`src/rtl/core/stl_pkg.sv`:
```
// ----------------------------------------------------------------------------
// stl_pkg: shared types and constants of the source token lexer
// Lexer modes, token kinds, the keyword table and the result record.
// ----------------------------------------------------------------------------
`default_nettype none

package stl_pkg;

  localparam int unsigned MAX_TEXT_BYTES_DEF  = 65536;
  localparam int unsigned KEYWORD_MAX_LEN_DEF = 6;

  // result queue between the lexer and the output port (power of two)
  localparam int unsigned FIFO_DEPTH = 4;

  localparam int unsigned KIND_W = 6;
  localparam int unsigned POS_W  = 16;

  typedef enum logic [2:0] {
    MODE_IDLE,
    MODE_IDENT,
    MODE_INT,
    MODE_FRAC,
    MODE_SLASH,
    MODE_COMMENT,
    MODE_PENDOP
  } mode_t;

  localparam logic [KIND_W-1:0] K_IDENT   = 6'd0;
  localparam logic [KIND_W-1:0] K_NUMBER  = 6'd1;
  localparam logic [KIND_W-1:0] K_COMMENT = 6'd2;
  localparam logic [KIND_W-1:0] K_SLASH   = 6'd3;
  localparam logic [KIND_W-1:0] K_LPAREN  = 6'd4;
  localparam logic [KIND_W-1:0] K_RPAREN  = 6'd5;
  localparam logic [KIND_W-1:0] K_STAR    = 6'd6;
  localparam logic [KIND_W-1:0] K_PLUS    = 6'd7;
  localparam logic [KIND_W-1:0] K_MINUS   = 6'd8;
  localparam logic [KIND_W-1:0] K_COMMA   = 6'd9;
  localparam logic [KIND_W-1:0] K_DOT     = 6'd10;
  localparam logic [KIND_W-1:0] K_COLON   = 6'd11;
  localparam logic [KIND_W-1:0] K_SEMI    = 6'd12;
  localparam logic [KIND_W-1:0] K_LBRACE  = 6'd13;
  localparam logic [KIND_W-1:0] K_RBRACE  = 6'd14;
  localparam logic [KIND_W-1:0] K_ASSIGN  = 6'd15;
  localparam logic [KIND_W-1:0] K_LT      = 6'd17;
  localparam logic [KIND_W-1:0] K_GT      = 6'd19;
  localparam logic [KIND_W-1:0] K_AMP     = 6'd21;
  localparam logic [KIND_W-1:0] K_KW0     = 6'd23;
  localparam logic [KIND_W-1:0] K_ERROR   = 6'd33;
  localparam logic [KIND_W-1:0] K_END     = 6'd34;

  localparam int unsigned KW_COUNT    = 10;
  localparam int unsigned KW_TEXT_MAX = 6;

  localparam logic [2:0] KW_LEN [KW_COUNT] = '{
    3'd2, 3'd4, 3'd6, 3'd3, 3'd3, 3'd2, 3'd4, 3'd5, 3'd5, 3'd6
  };

  localparam logic [7:0] KW_TEXT [KW_COUNT][KW_TEXT_MAX] = '{
    '{"f", "n", 8'h00, 8'h00, 8'h00, 8'h00},
    '{"v", "o", "i", "d", 8'h00, 8'h00},
    '{"n", "u", "m", "b", "e", "r"},
    '{"l", "e", "t", 8'h00, 8'h00, 8'h00},
    '{"v", "a", "r", 8'h00, 8'h00, 8'h00},
    '{"i", "f", 8'h00, 8'h00, 8'h00, 8'h00},
    '{"e", "l", "s", "e", 8'h00, 8'h00},
    '{"w", "h", "i", "l", "e", 8'h00},
    '{"b", "r", "e", "a", "k", 8'h00},
    '{"r", "e", "t", "u", "r", "n"}
  };

  // one token as the lexer produces it
  typedef struct packed {
    logic              vld;
    logic [KIND_W-1:0] kind;
    logic [POS_W-1:0]  start;
    logic [POS_W-1:0]  len;
  } tok_t;

  // one queued result transaction
  typedef struct packed {
    logic [KIND_W-1:0] kind;
    logic [POS_W-1:0]  start;
    logic [POS_W-1:0]  len;
    logic              last_of_run;
    logic              end_of_text;
  } res_t;

  function automatic logic is_alpha(logic [7:0] c);
    return (c >= "a" && c <= "z") || (c >= "A" && c <= "Z");
  endfunction

  function automatic logic is_digit(logic [7:0] c);
    return c >= "0" && c <= "9";
  endfunction

  function automatic logic is_white(logic [7:0] c);
    return c == " " || c == 8'h09 || c == 8'h0A || c == 8'h0D;
  endfunction

  function automatic logic is_pend_op(logic [7:0] c);
    return c == "=" || c == "<" || c == ">" || c == "&";
  endfunction

  // single-character kind of a pending operator
  function automatic logic [KIND_W-1:0] op_single(logic [7:0] c);
    logic [KIND_W-1:0] k;
    unique case (c)
      "=":     k = K_ASSIGN;
      "<":     k = K_LT;
      ">":     k = K_GT;
      default: k = K_AMP;
    endcase
    return k;
  endfunction

  // kind of a byte that forms a token on its own
  function automatic logic [KIND_W-1:0] single_kind(logic [7:0] c);
    logic [KIND_W-1:0] k;
    unique case (c)
      "(":     k = K_LPAREN;
      ")":     k = K_RPAREN;
      "*":     k = K_STAR;
      "+":     k = K_PLUS;
      "-":     k = K_MINUS;
      ",":     k = K_COMMA;
      ".":     k = K_DOT;
      ":":     k = K_COLON;
      ";":     k = K_SEMI;
      "{":     k = K_LBRACE;
      "}":     k = K_RBRACE;
      default: k = K_ERROR;
    endcase
    return k;
  endfunction

endpackage

`default_nettype wire

```
`src/rtl/core/stl_lexer.sv`:
```
// ----------------------------------------------------------------------------
// stl_lexer: lexer state and per-byte token logic
// Takes one byte per step and produces up to two tokens in that cycle.
// ----------------------------------------------------------------------------
`default_nettype none

module stl_lexer #(
  parameter int unsigned MAX_TEXT_BYTES  = stl_pkg::MAX_TEXT_BYTES_DEF,
  parameter int unsigned KEYWORD_MAX_LEN = stl_pkg::KEYWORD_MAX_LEN_DEF
) (
  input  wire logic         clk,
  input  wire logic         rst_n,
  input  wire logic         step,
  input  wire logic [7:0]   text_byte,
  input  wire logic         final_byte,
  input  wire logic         emit_comments,
  output stl_pkg::res_t     res0,
  output stl_pkg::res_t     res1,
  output logic [1:0]        res_cnt
);

  import stl_pkg::*;

  localparam int unsigned KW_IW = $clog2(KEYWORD_MAX_LEN);
  localparam logic [POS_W-1:0] POS_CAP =
    (MAX_TEXT_BYTES - 1 > 65535) ? 16'hFFFF : POS_W'(MAX_TEXT_BYTES - 1);

  typedef logic [7:0] kwbuf_t [KEYWORD_MAX_LEN];

  mode_t            mode_r, mode_nxt;
  logic [POS_W-1:0] pos_r, pos_nxt;
  logic [POS_W-1:0] tb_r, tb_nxt;
  logic [7:0]       pend_r, pend_nxt;
  kwbuf_t           kw_r, kw_nxt;

  // length from token begin up to (not including) end, saturating
  function automatic logic [POS_W-1:0] span_len(logic [POS_W:0] fin_end,
                                                logic [POS_W-1:0] tb);
    logic [POS_W:0] d;
    d = fin_end - {1'b0, tb};
    if (fin_end <= {1'b0, tb}) return '0;
    if (d[POS_W]) return '1;
    return d[POS_W-1:0];
  endfunction

  function automatic logic [KIND_W-1:0] ident_kind(logic [POS_W-1:0] len, kwbuf_t kw);
    logic [KIND_W-1:0] kind;
    logic              hit;
    kind = K_IDENT;
    if (len <= POS_W'(KEYWORD_MAX_LEN)) begin
      for (int i = 0; i < KW_COUNT; i++) begin
        hit = (len == POS_W'(KW_LEN[i]));
        for (int j = 0; j < KW_TEXT_MAX; j++) begin
          if (j < KW_LEN[i] && kw[KW_IW'(j)] != KW_TEXT[i][j]) hit = 1'b0;
        end
        if (hit && kind == K_IDENT) kind = K_KW0 + KIND_W'(i);
      end
    end
    return kind;
  endfunction

  // token left open in mode m, closed at offset fin_end
  function automatic tok_t finish_tok(mode_t m, logic [POS_W-1:0] tb,
                                      logic [POS_W:0] fin_end, logic [7:0] pend,
                                      kwbuf_t kw, logic emit_c);
    tok_t t;
    t = '0;
    t.start = tb;
    unique case (m)
      MODE_IDENT: begin
        t.vld  = 1'b1;
        t.len  = span_len(fin_end, tb);
        t.kind = ident_kind(t.len, kw);
      end
      MODE_INT, MODE_FRAC: begin
        t.vld  = 1'b1;
        t.kind = K_NUMBER;
        t.len  = span_len(fin_end, tb);
      end
      MODE_SLASH: begin
        t.vld  = 1'b1;
        t.kind = K_SLASH;
        t.len  = POS_W'(1);
      end
      MODE_PENDOP: begin
        t.vld  = 1'b1;
        t.kind = op_single(pend);
        t.len  = POS_W'(1);
      end
      MODE_COMMENT: begin
        t.vld  = emit_c;
        t.kind = K_COMMENT;
        t.len  = span_len(fin_end, tb);
      end
      default: t.vld = 1'b0;
    endcase
    return t;
  endfunction

  always_comb begin
    logic [POS_W:0]   pos_inc;
    logic [POS_W-1:0] k_off;
    logic             taken;
    logic [7:0]       second;
    mode_t            mode1;
    tok_t             t1, t2, t3;
    tok_t             r0, r1;
    logic             fin_any;

    pos_inc  = {1'b0, pos_r} + 1'b1;
    k_off    = pos_r - tb_r;
    taken    = 1'b0;
    mode1    = mode_r;
    t1       = '0;
    t2       = '0;
    t3       = '0;
    kw_nxt   = kw_r;
    tb_nxt   = tb_r;
    pend_nxt = pend_r;
    second   = (pend_r == "&") ? 8'("&") : 8'("=");

    // continue or close the open token
    unique case (mode_r)
      MODE_IDENT: begin
        if (is_alpha(text_byte) || is_digit(text_byte)) begin
          taken = 1'b1;
          if (pos_r >= tb_r && k_off < POS_W'(KEYWORD_MAX_LEN))
            kw_nxt[k_off[KW_IW-1:0]] = text_byte;
        end else begin
          t1    = finish_tok(mode_r, tb_r, {1'b0, pos_r}, pend_r, kw_r, emit_comments);
          mode1 = MODE_IDLE;
        end
      end
      MODE_INT: begin
        if (is_digit(text_byte)) begin
          taken = 1'b1;
        end else if (text_byte == ".") begin
          taken = 1'b1;
          mode1 = MODE_FRAC;
        end else begin
          t1    = finish_tok(mode_r, tb_r, {1'b0, pos_r}, pend_r, kw_r, emit_comments);
          mode1 = MODE_IDLE;
        end
      end
      MODE_FRAC: begin
        if (is_digit(text_byte)) begin
          taken = 1'b1;
        end else begin
          t1    = finish_tok(mode_r, tb_r, {1'b0, pos_r}, pend_r, kw_r, emit_comments);
          mode1 = MODE_IDLE;
        end
      end
      MODE_SLASH: begin
        if (text_byte == "/") begin
          taken = 1'b1;
          mode1 = MODE_COMMENT;
        end else begin
          t1    = finish_tok(mode_r, tb_r, {1'b0, pos_r}, pend_r, kw_r, emit_comments);
          mode1 = MODE_IDLE;
        end
      end
      MODE_COMMENT: begin
        if (text_byte == 8'h0A) begin
          t1    = finish_tok(mode_r, tb_r, {1'b0, pos_r}, pend_r, kw_r, emit_comments);
          mode1 = MODE_IDLE;
        end else begin
          taken = 1'b1;
        end
      end
      MODE_PENDOP: begin
        if (text_byte == second) begin
          taken    = 1'b1;
          t1.vld   = 1'b1;
          t1.kind  = op_single(pend_r) + KIND_W'(1);
          t1.start = tb_r;
          t1.len   = POS_W'(2);
          mode1    = MODE_IDLE;
        end else begin
          t1    = finish_tok(mode_r, tb_r, {1'b0, pos_r}, pend_r, kw_r, emit_comments);
          mode1 = MODE_IDLE;
        end
      end
      default: mode1 = MODE_IDLE;
    endcase

    // start a new token, or emit a one-byte token
    mode_nxt = mode1;
    if (!taken && !is_white(text_byte)) begin
      priority if (is_alpha(text_byte)) begin
        mode_nxt  = MODE_IDENT;
        tb_nxt    = pos_r;
        kw_nxt[0] = text_byte;
      end else if (is_digit(text_byte)) begin
        mode_nxt = MODE_INT;
        tb_nxt   = pos_r;
      end else if (text_byte == "/") begin
        mode_nxt = MODE_SLASH;
        tb_nxt   = pos_r;
      end else if (is_pend_op(text_byte)) begin
        mode_nxt = MODE_PENDOP;
        tb_nxt   = pos_r;
        pend_nxt = text_byte;
      end else begin
        t2.vld   = 1'b1;
        t2.kind  = single_kind(text_byte);
        t2.start = pos_r;
        t2.len   = POS_W'(1);
      end
    end

    // end of buffer: flush, or end marker if nothing else came out
    if (final_byte) begin
      t3 = finish_tok(mode_nxt, tb_nxt, pos_inc, pend_nxt, kw_nxt, emit_comments);
      if (!t1.vld && !t2.vld && !t3.vld) begin
        t3.vld   = 1'b1;
        t3.kind  = K_END;
        t3.start = pos_inc[POS_W] ? '1 : pos_inc[POS_W-1:0];
        t3.len   = '0;
      end
    end

    // pack in order
    r1 = '0;
    priority if (t1.vld) begin
      r0 = t1;
      r1 = t2.vld ? t2 : t3;
    end else if (t2.vld) begin
      r0 = t2;
      r1 = t3;
    end else begin
      r0 = t3;
    end

    fin_any = r0.vld || r1.vld;
    res_cnt = {1'b0, r0.vld} + {1'b0, r1.vld};
    res0    = '{kind: r0.kind, start: r0.start, len: r0.len,
                last_of_run: !r1.vld, end_of_text: final_byte && !r1.vld};
    res1    = '{kind: r1.kind, start: r1.start, len: r1.len,
                last_of_run: 1'b1, end_of_text: final_byte && fin_any};

    if (final_byte) begin
      pos_nxt = '0;
    end else begin
      pos_nxt = (pos_inc > {1'b0, POS_CAP}) ? POS_CAP : pos_inc[POS_W-1:0];
    end
  end

  always_ff @(posedge clk) begin
    if (!rst_n) begin
      mode_r <= MODE_IDLE;
      pos_r  <= '0;
      tb_r   <= '0;
      pend_r <= '0;
      for (int i = 0; i < KEYWORD_MAX_LEN; i++) kw_r[i] <= '0;
    end else if (step) begin
      pos_r <= pos_nxt;
      if (final_byte) begin
        mode_r <= MODE_IDLE;
        tb_r   <= '0;
        pend_r <= '0;
        for (int i = 0; i < KEYWORD_MAX_LEN; i++) kw_r[i] <= '0;
      end else begin
        mode_r <= mode_nxt;
        tb_r   <= tb_nxt;
        pend_r <= pend_nxt;
        kw_r   <= kw_nxt;
      end
    end
  end

endmodule

`default_nettype wire

```
`src/rtl/core/stl_fifo.sv`:
```
// ----------------------------------------------------------------------------
// stl_fifo: result queue
// Takes up to two results per cycle, hands out one per cycle on pop.
// ----------------------------------------------------------------------------
`default_nettype none

module stl_fifo (
  input  wire logic                                    clk,
  input  wire logic                                    rst_n,
  input  wire logic [1:0]                              push_cnt,
  input  wire stl_pkg::res_t                           din0,
  input  wire stl_pkg::res_t                           din1,
  input  wire logic                                    pop,
  output stl_pkg::res_t                                head,
  output logic [$clog2(stl_pkg::FIFO_DEPTH + 1)-1:0]   cnt
);

  import stl_pkg::*;

  localparam int unsigned PW = $clog2(FIFO_DEPTH);
  localparam int unsigned CW = $clog2(FIFO_DEPTH + 1);

  res_t          mem_r [FIFO_DEPTH];
  logic [PW-1:0] wr_r, rd_r;
  logic [CW-1:0] cnt_r;

  always_ff @(posedge clk) begin
    if (push_cnt != 2'd0) mem_r[wr_r] <= din0;
    if (push_cnt == 2'd2) mem_r[wr_r + PW'(1)] <= din1;
  end

  always_ff @(posedge clk) begin
    if (!rst_n) begin
      wr_r  <= '0;
      rd_r  <= '0;
      cnt_r <= '0;
    end else begin
      wr_r  <= wr_r + PW'(push_cnt);
      rd_r  <= rd_r + PW'(pop);
      cnt_r <= cnt_r + CW'(push_cnt) - CW'(pop);
    end
  end

  assign head = mem_r[rd_r];
  assign cnt  = cnt_r;

endmodule

`default_nettype wire

```
`src/rtl/core/source_token_lexer_unit.sv`:
```
// ----------------------------------------------------------------------------
// source_token_lexer_unit: byte-stream source lexer
// Splits source text into identifier, number, comment, operator and keyword
// tokens, one input byte per transaction, up to two tokens per byte.
// ----------------------------------------------------------------------------
//
//   channel | direction | handshake            | payload
//   --------+-----------+----------------------+------------------------------
//   in      | input     | in_valid / in_stall  | in_text_byte, in_final_byte
//   out     | output    | out_valid / out_stall| out_token_kind/_start/_length,
//           |           |                      | out_last_of_run, out_end_of_text
//   cfg     | input     | cfg_valid / cfg_ready| cfg_emit_comments
//
// One byte per cycle enters while in_stall is low. A byte waits in the input
// register until the queue has room, then the lexer writes its tokens into a
// 4-entry result queue, from whose head the first token reaches the port.
// The output drains one token per cycle unless stalled, so bytes that yield
// two tokens set the sustained rate: the queue must have room for two before
// a byte moves on. Reset (rst_n low, synchronous) empties the queue and the
// input register, puts the lexer between tokens at offset 0 and clears
// emit_comments. out_stall backs up into the queue and then into in_stall.
// ----------------------------------------------------------------------------
`default_nettype none

module source_token_lexer_unit #(
  parameter int unsigned MAX_TEXT_BYTES  = stl_pkg::MAX_TEXT_BYTES_DEF,
  parameter int unsigned KEYWORD_MAX_LEN = stl_pkg::KEYWORD_MAX_LEN_DEF
) (
  input  wire logic        clk,
  input  wire logic        rst_n,
  // source bytes
  input  wire logic        in_valid,
  output logic             in_stall,
  input  wire logic [7:0]  in_text_byte,
  input  wire logic        in_final_byte,
  // tokens
  output logic             out_valid,
  input  wire logic        out_stall,
  output logic [5:0]       out_token_kind,
  output logic [15:0]      out_token_start,
  output logic [15:0]      out_token_length,
  output logic             out_last_of_run,
  output logic             out_end_of_text,
  // configuration
  input  wire logic        cfg_valid,
  output logic             cfg_ready,
  input  wire logic        cfg_emit_comments
);

  import stl_pkg::*;

  localparam int unsigned CW = $clog2(FIFO_DEPTH + 1);

  logic          stage_vld_r;
  logic [7:0]    stage_byte_r;
  logic          stage_fin_r;
  logic          emit_cmt_r;

  logic          advance;
  logic          pop;
  logic [CW-1:0] cnt;
  logic [CW-1:0] cnt_after_pop;
  logic [1:0]    res_cnt;
  res_t          res0, res1, head;

  // the user must write config only between buffers, unchecked here; always ready
  assign cfg_ready = 1'b1;

  always_ff @(posedge clk) begin
    if (!rst_n) begin
      emit_cmt_r <= 1'b0;
    end else if (cfg_valid && cfg_ready) begin
      emit_cmt_r <= cfg_emit_comments;
    end
  end

  // output side: a token leaves the queue head on each completed transaction
  assign pop           = out_valid && !out_stall;
  assign cnt_after_pop = cnt - CW'(pop);

  // a byte is lexed only when the queue can absorb both of its tokens
  assign advance  = stage_vld_r && (cnt_after_pop <= CW'(FIFO_DEPTH - 2));
  assign in_stall = stage_vld_r && !advance;

  always_ff @(posedge clk) begin
    if (!rst_n) begin
      stage_vld_r <= 1'b0;
    end else if (in_valid && !in_stall) begin
      stage_vld_r <= 1'b1;
    end else if (advance) begin
      stage_vld_r <= 1'b0;
    end
  end

  always_ff @(posedge clk) begin
    if (in_valid && !in_stall) begin
      stage_byte_r <= in_text_byte;
      stage_fin_r  <= in_final_byte;
    end
  end

  stl_lexer #(
    .MAX_TEXT_BYTES  (MAX_TEXT_BYTES),
    .KEYWORD_MAX_LEN (KEYWORD_MAX_LEN)
  ) u_lexer (
    .clk           (clk),
    .rst_n         (rst_n),
    .step          (advance),
    .text_byte     (stage_byte_r),
    .final_byte    (stage_fin_r),
    .emit_comments (emit_cmt_r),
    .res0          (res0),
    .res1          (res1),
    .res_cnt       (res_cnt)
  );

  stl_fifo u_fifo (
    .clk      (clk),
    .rst_n    (rst_n),
    .push_cnt (advance ? res_cnt : 2'd0),
    .din0     (res0),
    .din1     (res1),
    .pop      (pop),
    .head     (head),
    .cnt      (cnt)
  );

  assign out_valid        = (cnt != '0);
  assign out_token_kind   = head.kind;
  assign out_token_start  = head.start;
  assign out_token_length = head.len;
  assign out_last_of_run  = head.last_of_run;
  assign out_end_of_text  = head.end_of_text;

  // queue never overfills
  a_fifo_bound: assert property (@(posedge clk) disable iff (!rst_n)
    cnt <= CW'(FIFO_DEPTH))
    else $error("result queue over capacity");

  // the last byte of a buffer always yields at least one token
  a_final_result: assert property (@(posedge clk) disable iff (!rst_n)
    advance && stage_fin_r |-> res_cnt != 2'd0)
    else $error("final byte produced no result");

  // end of text only ever marks the last token of a byte
  a_eot_last: assert property (@(posedge clk) disable iff (!rst_n)
    out_valid && out_end_of_text |-> out_last_of_run)
    else $error("end_of_text without last_of_run");

endmodule

`default_nettype wire

```
`config.mk`:
```
export PLATFORM = sky130hd
export DESIGN_NAME = source_token_lexer_unit
export DESIGN_NICKNAME = d
export VERILOG_FILES = /design/src/rtl/core/stl_pkg.sv /design/src/rtl/core/stl_lexer.sv /design/src/rtl/core/stl_fifo.sv /design/src/rtl/core/source_token_lexer_unit.sv
export SDC_FILE = /design/constraint.sdc
export NUM_CORES = 1
export LEC_CHECK = 0
export ABC_AREA = 1
export BUFFER_PORTS_ARGS = -buffer_cell sky130_fd_sc_hd__buf_2
export CORE_MARGIN = 1
export CORE_UTILIZATION = 25
export DETAILED_ROUTE_END_ITERATION = 10
export SLEW_MARGIN = 20
export SYNTH_ARGS = -nofsm -noshare
export SYNTH_HDL_FRONTEND = slang
export SYNTH_SLANG_ARGS = --single-unit
```
`constraint.sdc`:
```
create_clock -name clk -period 5.9 [get_ports clk]
set_input_delay 0.59 -clock clk [delete_from_list [all_inputs] [get_ports clk]]
set_output_delay 0.59 -clock clk [all_outputs]
set_load 0.03 [all_outputs]
```
== Yosys cells after proc, flatten, opt, wreduce, memory -nomap -nowiden ==
Memory sizes are Yosys's and may differ from the RTL's. A register that Yosys moved wholly into a read port is not among the register bits.
Index checks and enable logic that the tools add are counted.
Storage, ports and cells
  output and inout port bits: 43
  register bits: 109
  RAM bits: 160
  memories: 1
  word-level logic and storage cells: 593
Cells by class
  bitwise logic cells: 1
  magnitude comparators: 16
  reduce and logical (&&, ||, !) cells: 79
  mux-type cells: 356
  add/subtract/negate cells: 12
  equal/unequal tests: 111
Memory list
  u_fifo.mem_r: words 4, bits a word 40, rd ports 1, clocked after Yosys merged registers in 1, write ports 2, line stl_fifo.sv:23  | res_t mem_r [FIFO_DEPTH];
Operators by type and width (number)
  $mux 39: 17
  $mux 16: 33
  $ne 8x7->1 const B: 60
  $mux 6: 76
  $pmux 39 s6: 1
  $mux 48: 4
  $mux 1: 188
  $eq 8x6->1 const B: 22
  $logic_not 6->1: 18
  $eq 16x3->1 const B: 6
  $mux 8: 9
  $pmux 6 s11: 1
  $eq 16x2->1 const B: 4
  $pmux 16 s4: 1
  $bwmux 48: 1
  $mux 38: 1
  $mux 3: 11
  $le 16x3->1 const B: 2
  $logic_and 1x1->1: 32
  $pmux 5 s3: 2
  $pmux 6 s5: 1
  $demux 8 s3: 1
  $eq 8x4->1 const B: 3
  $eq 3x3->1 const B: 6
  other kinds (41): 75

== Depth between registers and ports, before layout ==
  depth in word-level cells: 93
  depth in mapped cells: 48

== By module ==
A second synthesis with hierarchy kept.
Unflattened totals
  cell total of the unflattened synthesis: 2732
  area total of the unflattened synthesis: 18950.7 um2
By module, submodules not included
  stl_lexer: cells each 1768, instances 1, area each 9693.0 um2
  stl_fifo: cells each 922, instances 1, area each 8785.9 um2
  source_token_lexer_unit: cells each 42, instances 1, area each 471.7 um2

== Least setup slack after synthesis ==
No wires, ideal clock.
  kind: register -> register
  start point: reg stage_byte_r[6]
  end point: mem u_fifo.mem_r[0][37] in the netlist's numbering (data pin)
  clock period less this slack: 5.214 ns
  cell stages (with the launch flop): 44
  setup slack: 0.686 ns
  buffers on the path: 2
  data arrival time: 4.961 ns
  library setup time: 0.253 ns
  cell sequence: edfxtp_1 inv_2 nand2_1 nor3_4 nand3_2 o21ai_1 nor3_4 nand3_2 inv_1 o21ai_2 clkbuf_1 nand2_1 o21ai_1 inv_1 ha_1 fa_1 nand3b_1 nand2_1 [8 not listed] buf_4 nand2_1 o21ai_0 nand2_1 nor2_1 nand2_1 nor2_1 nand3_1 nand2_1 inv_1 nand2_1 nand2_1 nand2_1 nand2_1 nand2_1 nand2_2 nand2_1 nand2_1
RTL lines
  from (decl): line source_token_lexer_unit.sv:55  | logic [7:0] stage_byte_r;
  from (signal assigned): line source_token_lexer_unit.sv:97  | stage_byte_r <= in_text_byte;
  to (decl): line stl_fifo.sv:23

==> metrics.csv <==
stage;metric;value;unit
outcome;status;complete, no violations;
clock_tree;CTS tree;done;
logic_synthesis;mapped cell area;0.0182;mm2
sta;max-slew violations;0;
logic_synthesis;top-area cell type share of the netlist area;27.3;%
placement;dpl cells;3482;
sta;Tcrit/Tclk final;93.8;%
logic_synthesis;cell with the most instances after synthesis;nand2_1;
sta;fmax;181;MHz
die;die height;272;um
logic_synthesis;yosys warns;0;
global_route;Overflow after GRT;0;
logic_synthesis;EDFF count, synth;165;
drt;1st-iter DRT viols;1529;
drt;Final ANT Viol Nets;0;
sta;Fin. Hold Viols;0;
final_layout;diode count;0;
logic_synthesis;#FFs+latches synth;253;
final_layout;fin cells;3565;
die;die width;272;um
final_layout;share of cells above drive strength 1;15.0;%
power_and_ir_drop;post-layout power;7.28;mW
global_route;initial antenna violation count;0;
clock_tree;H-tree Lvls;1;
power_and_ir_drop;PwrDens;345;mW/mm2
drt;highest routing layer actually used;met4;
global_route;largest net degree at the start of global routing;82;
logic_synthesis;most frequent cells after synthesis;585 x nand2_1, 281 x nor2_1, 279 x inv_1;
final_layout;area delta synth->final;16.1;%
drt;vias;17800;
die;IO Pins;58;
final_layout;Reg area;0.00672;mm2
power_and_ir_drop;Static Leak;8.37;nW
setup_path;Buf/Inv on CP;5;
drt;wire length per cell;17.7;um
drt;final wirelength;63.1;mm
global_route;vias in the first global route;16900;
final_layout;Fillers;7803;
logic_synthesis;Post-synth top flop;edfxtp_1;
logic_synthesis;area leader, netlist;edfxtp_1;
die;Die Area;0.0737;mm2
placement;Placer Congestion;0.983;
flow_run;max_cap viols;0;
setup_path;Worst Path Class, Setup;flip-flop to flip-flop;
setup_path;CP Data Arrival Time;6.00;ns
drt;DRT Pass-1 Iters;6;
sta;Finish-stage setup viols;0;
setup_path;CP top delay family;simple AND/OR/NAND/NOR gates;
worst_hold_path;Hold WC Path Type;primary input to flip-flop;
clock_tree;Worst-path clk slew;0.06;ns
global_route;global-route usage over all layers;16.4;%
logic_synthesis;mean post-synth cell area;7.22;um2
clock_tree;Inserted Clock Buffers;31;
sta;minimum clock period;5.53;ns
drt;DR WL met3;4.29;mm
clock_tree;clk root buf;clkbuf_16;
final_layout;Layout Nets;2656;
setup_path;crit-path max FO;8;
logic_synthesis;syn nets;2579;
power_and_ir_drop;peak supply drop;0.000265;V
die;core area;0.0717;mm2
drt;Residual DRC;0;
clock_tree;Worst-Skew Late Latency;0.59;ns
setup_path;Critical Path End Type;flip-flop;
logic_synthesis;FFs w/ async S/R, synth;0;%
sta;Clock Skew;0.0217;ns
final_layout;multi-input logic area;0.00997;mm2
drt;Met1 Routed Length;28.1;mm
clock_tree;Sink Count;253;
sta;slew of the pin with the lowest slew margin;0.956;ns
placement;IO buf count;56;
die;row cnt;98;
sta;relative slew slack;36.3;%
logic_synthesis;top cells by area, synth;edfxtp_1 27%, nand2_1 12%, dfxtp_1 9.7%, o22ai_1 6.2%, nor2_1 5.8%;
logic_synthesis;Synth Instances;2517;
clock_tree;Longest Clk Path Bufs;3;
setup_path;CP max stage delay;0.43;ns
setup_path;required time worst endpoint;6.36;ns
setup_path;slowest library cell on the worst path;edfxtp_1;
drt;Via density;5.01;
logic_synthesis;sequential share of the synthesized area;37.0;%
logic_synthesis;Distinct cells, synth;64;
drt;met2 WL post-DR;28.8;mm
setup_path;cell mode on critical path;nand2_1;
setup_path;nature of the critical path startpoint;flip-flop;
sta;WHS;0.177;ns
global_route;global-route wire length before repair;97.0;mm
clock_tree;Post-CTS Hold Fix Bufs;0;
placement;post-DP HPWL;45.9;mm
die;Starting Density;25.3;%
-- flip-flops by register name, indices dropped and copies added (netlist names) --
name and flops:
u_fifo.wr_r 2, u_lexer.mode_r 3, u_lexer.pos_r 16, stage_fin_r 1, stage_byte_r 8, u_lexer.tb_r 16
stage_vld_r 1, u_fifo.mem_r 160, emit_cmt_r 1, u_fifo.cnt 3, u_lexer.pend_r 8, u_lexer.kw_r 32
u_fifo.rd_r 2
-- through the flow --
step	area, um2	util (%)	TNS, ns	worst slack, ns
final	21100	29.4	0	0.368
after global routing	21100	29.4	-0.557	-0.0902
after CTS	20700	28.8	0	0.0480
after detailed placement	19700	27.5	-0.0999	-0.0317
after global placement	19700	27.5	-0.457	-0.0562
after floorplan	18200	-	0	0.686
-- layout make-up --
type	instances	area share, %
Clock buffer	37	3.78
Clock inverter	17	0.617
Inverter	314	5.64
Multi-Input combinational cell	1842	47.3
Sequential cell	253	31.8
Tap cell	950	5.63
Timing Repair Buffer	151	5.17
Timing Repair inverter	1	0.0356
-- worst register-to-register path, delay by kind of cell (launching register included) --
family | cells | cell delay [ns]
AND/OR/NAND/NOR | 20 | 2.20
XOR/XNOR | 1 | 0.26
flip-flops | 1 | 0.43
AO/OA/AOI/OAI | 7 | 1.42
buffers and inverters | 5 | 0.78
adder cells (fa/ha/maj) | 1 | 0.33
-- where the power goes --
| part | total, mW | switching [mW] | internal (mW) |
|---|---|---|---|
| clock network | 1.80 | 0.793 | 1.00 |
| logic | 3.39 | 2.48 | 0.915 |
| registers | 2.09 | 0.0535 | 2.04 |
-- cells by family after synthesis --
family                     after synthesis  synth area share [%]
and+or+nand+nor                       1205                  29.7
AOI/OAI and AO/OA                      559                  19.3
buffers and inverters                  423                  9.22
DFF                                    253                  37.0
adders and majority gates               47                  3.36
xor gates and xnor gates                29                  1.40
other                                    1                0.0206
-- repair_timing --
item	4_1_cts	5_1_grt
setup endpoints to repair	5	24
gates resized for setup	1	68
gates cloned	0	4
hold endpoints to repair	0	0
setup buffers	0	25
pin swaps	0	16
-- layer usage --
metal  track usage [%]  up-vias
li1                  -     8762
met1              22.2     8268
met2              26.6      693
met3              2.50      123
met4              5.63        0
met5                 0        -
-- cell usage in the layout (no fill, tap or decap), drive strengths merged, types with 8 or more instances in the layout --
| cell | synthesis | layout |
|---|---|---|
| a221oi | 16 | 16 |
| nor4 | 18 | 18 |
| o22ai | 182 | 182 |
| nand3b | 10 | 10 |
| xor2 | 22 | 22 |
| dfxtp | 88 | 88 |
| or2 | 8 | 8 |
| edfxtp | 165 | 165 |
| a22oi | 12 | 12 |
| a21oi | 125 | 125 |
| nand3 | 132 | 132 |
| clkbuf | 84 | 39 |
| o21ai | 198 | 198 |
| nor2 | 308 | 308 |
| nand2 | 605 | 606 |
| clkinv | 8 | 15 |
| ha | 44 | 44 |
| inv | 306 | 310 |
| buf | 25 | 149 |
| nand4 | 67 | 67 |
| nor3 | 47 | 47 |
-- final timing paths --
| path | start | endpoint | slack, ns | cells after the start |
|---|---|---|---|---|
| worst min register to register | u_lexer.kw_r[22]$_SDFFE_PN0P_ | u_lexer.kw_r[22]$_SDFFE_PN0P_ | 0.47 | 2 |
| worst max register to register | stage_byte_r[3]$_DFFE_PP_ | u_fifo.mem_r[0][38]$_DFFE_PP_ | 0.37 | 34 |
| worst max-delay path | stage_byte_r[3]$_DFFE_PP_ | u_fifo.mem_r[0][38]$_DFFE_PP_ | 0.37 | 34 |
| worst min-delay path | in_text_byte[5] | stage_byte_r[5]$_DFFE_PP_ | 0.18 | 1 |
Power figures use the tool's default switching activity.
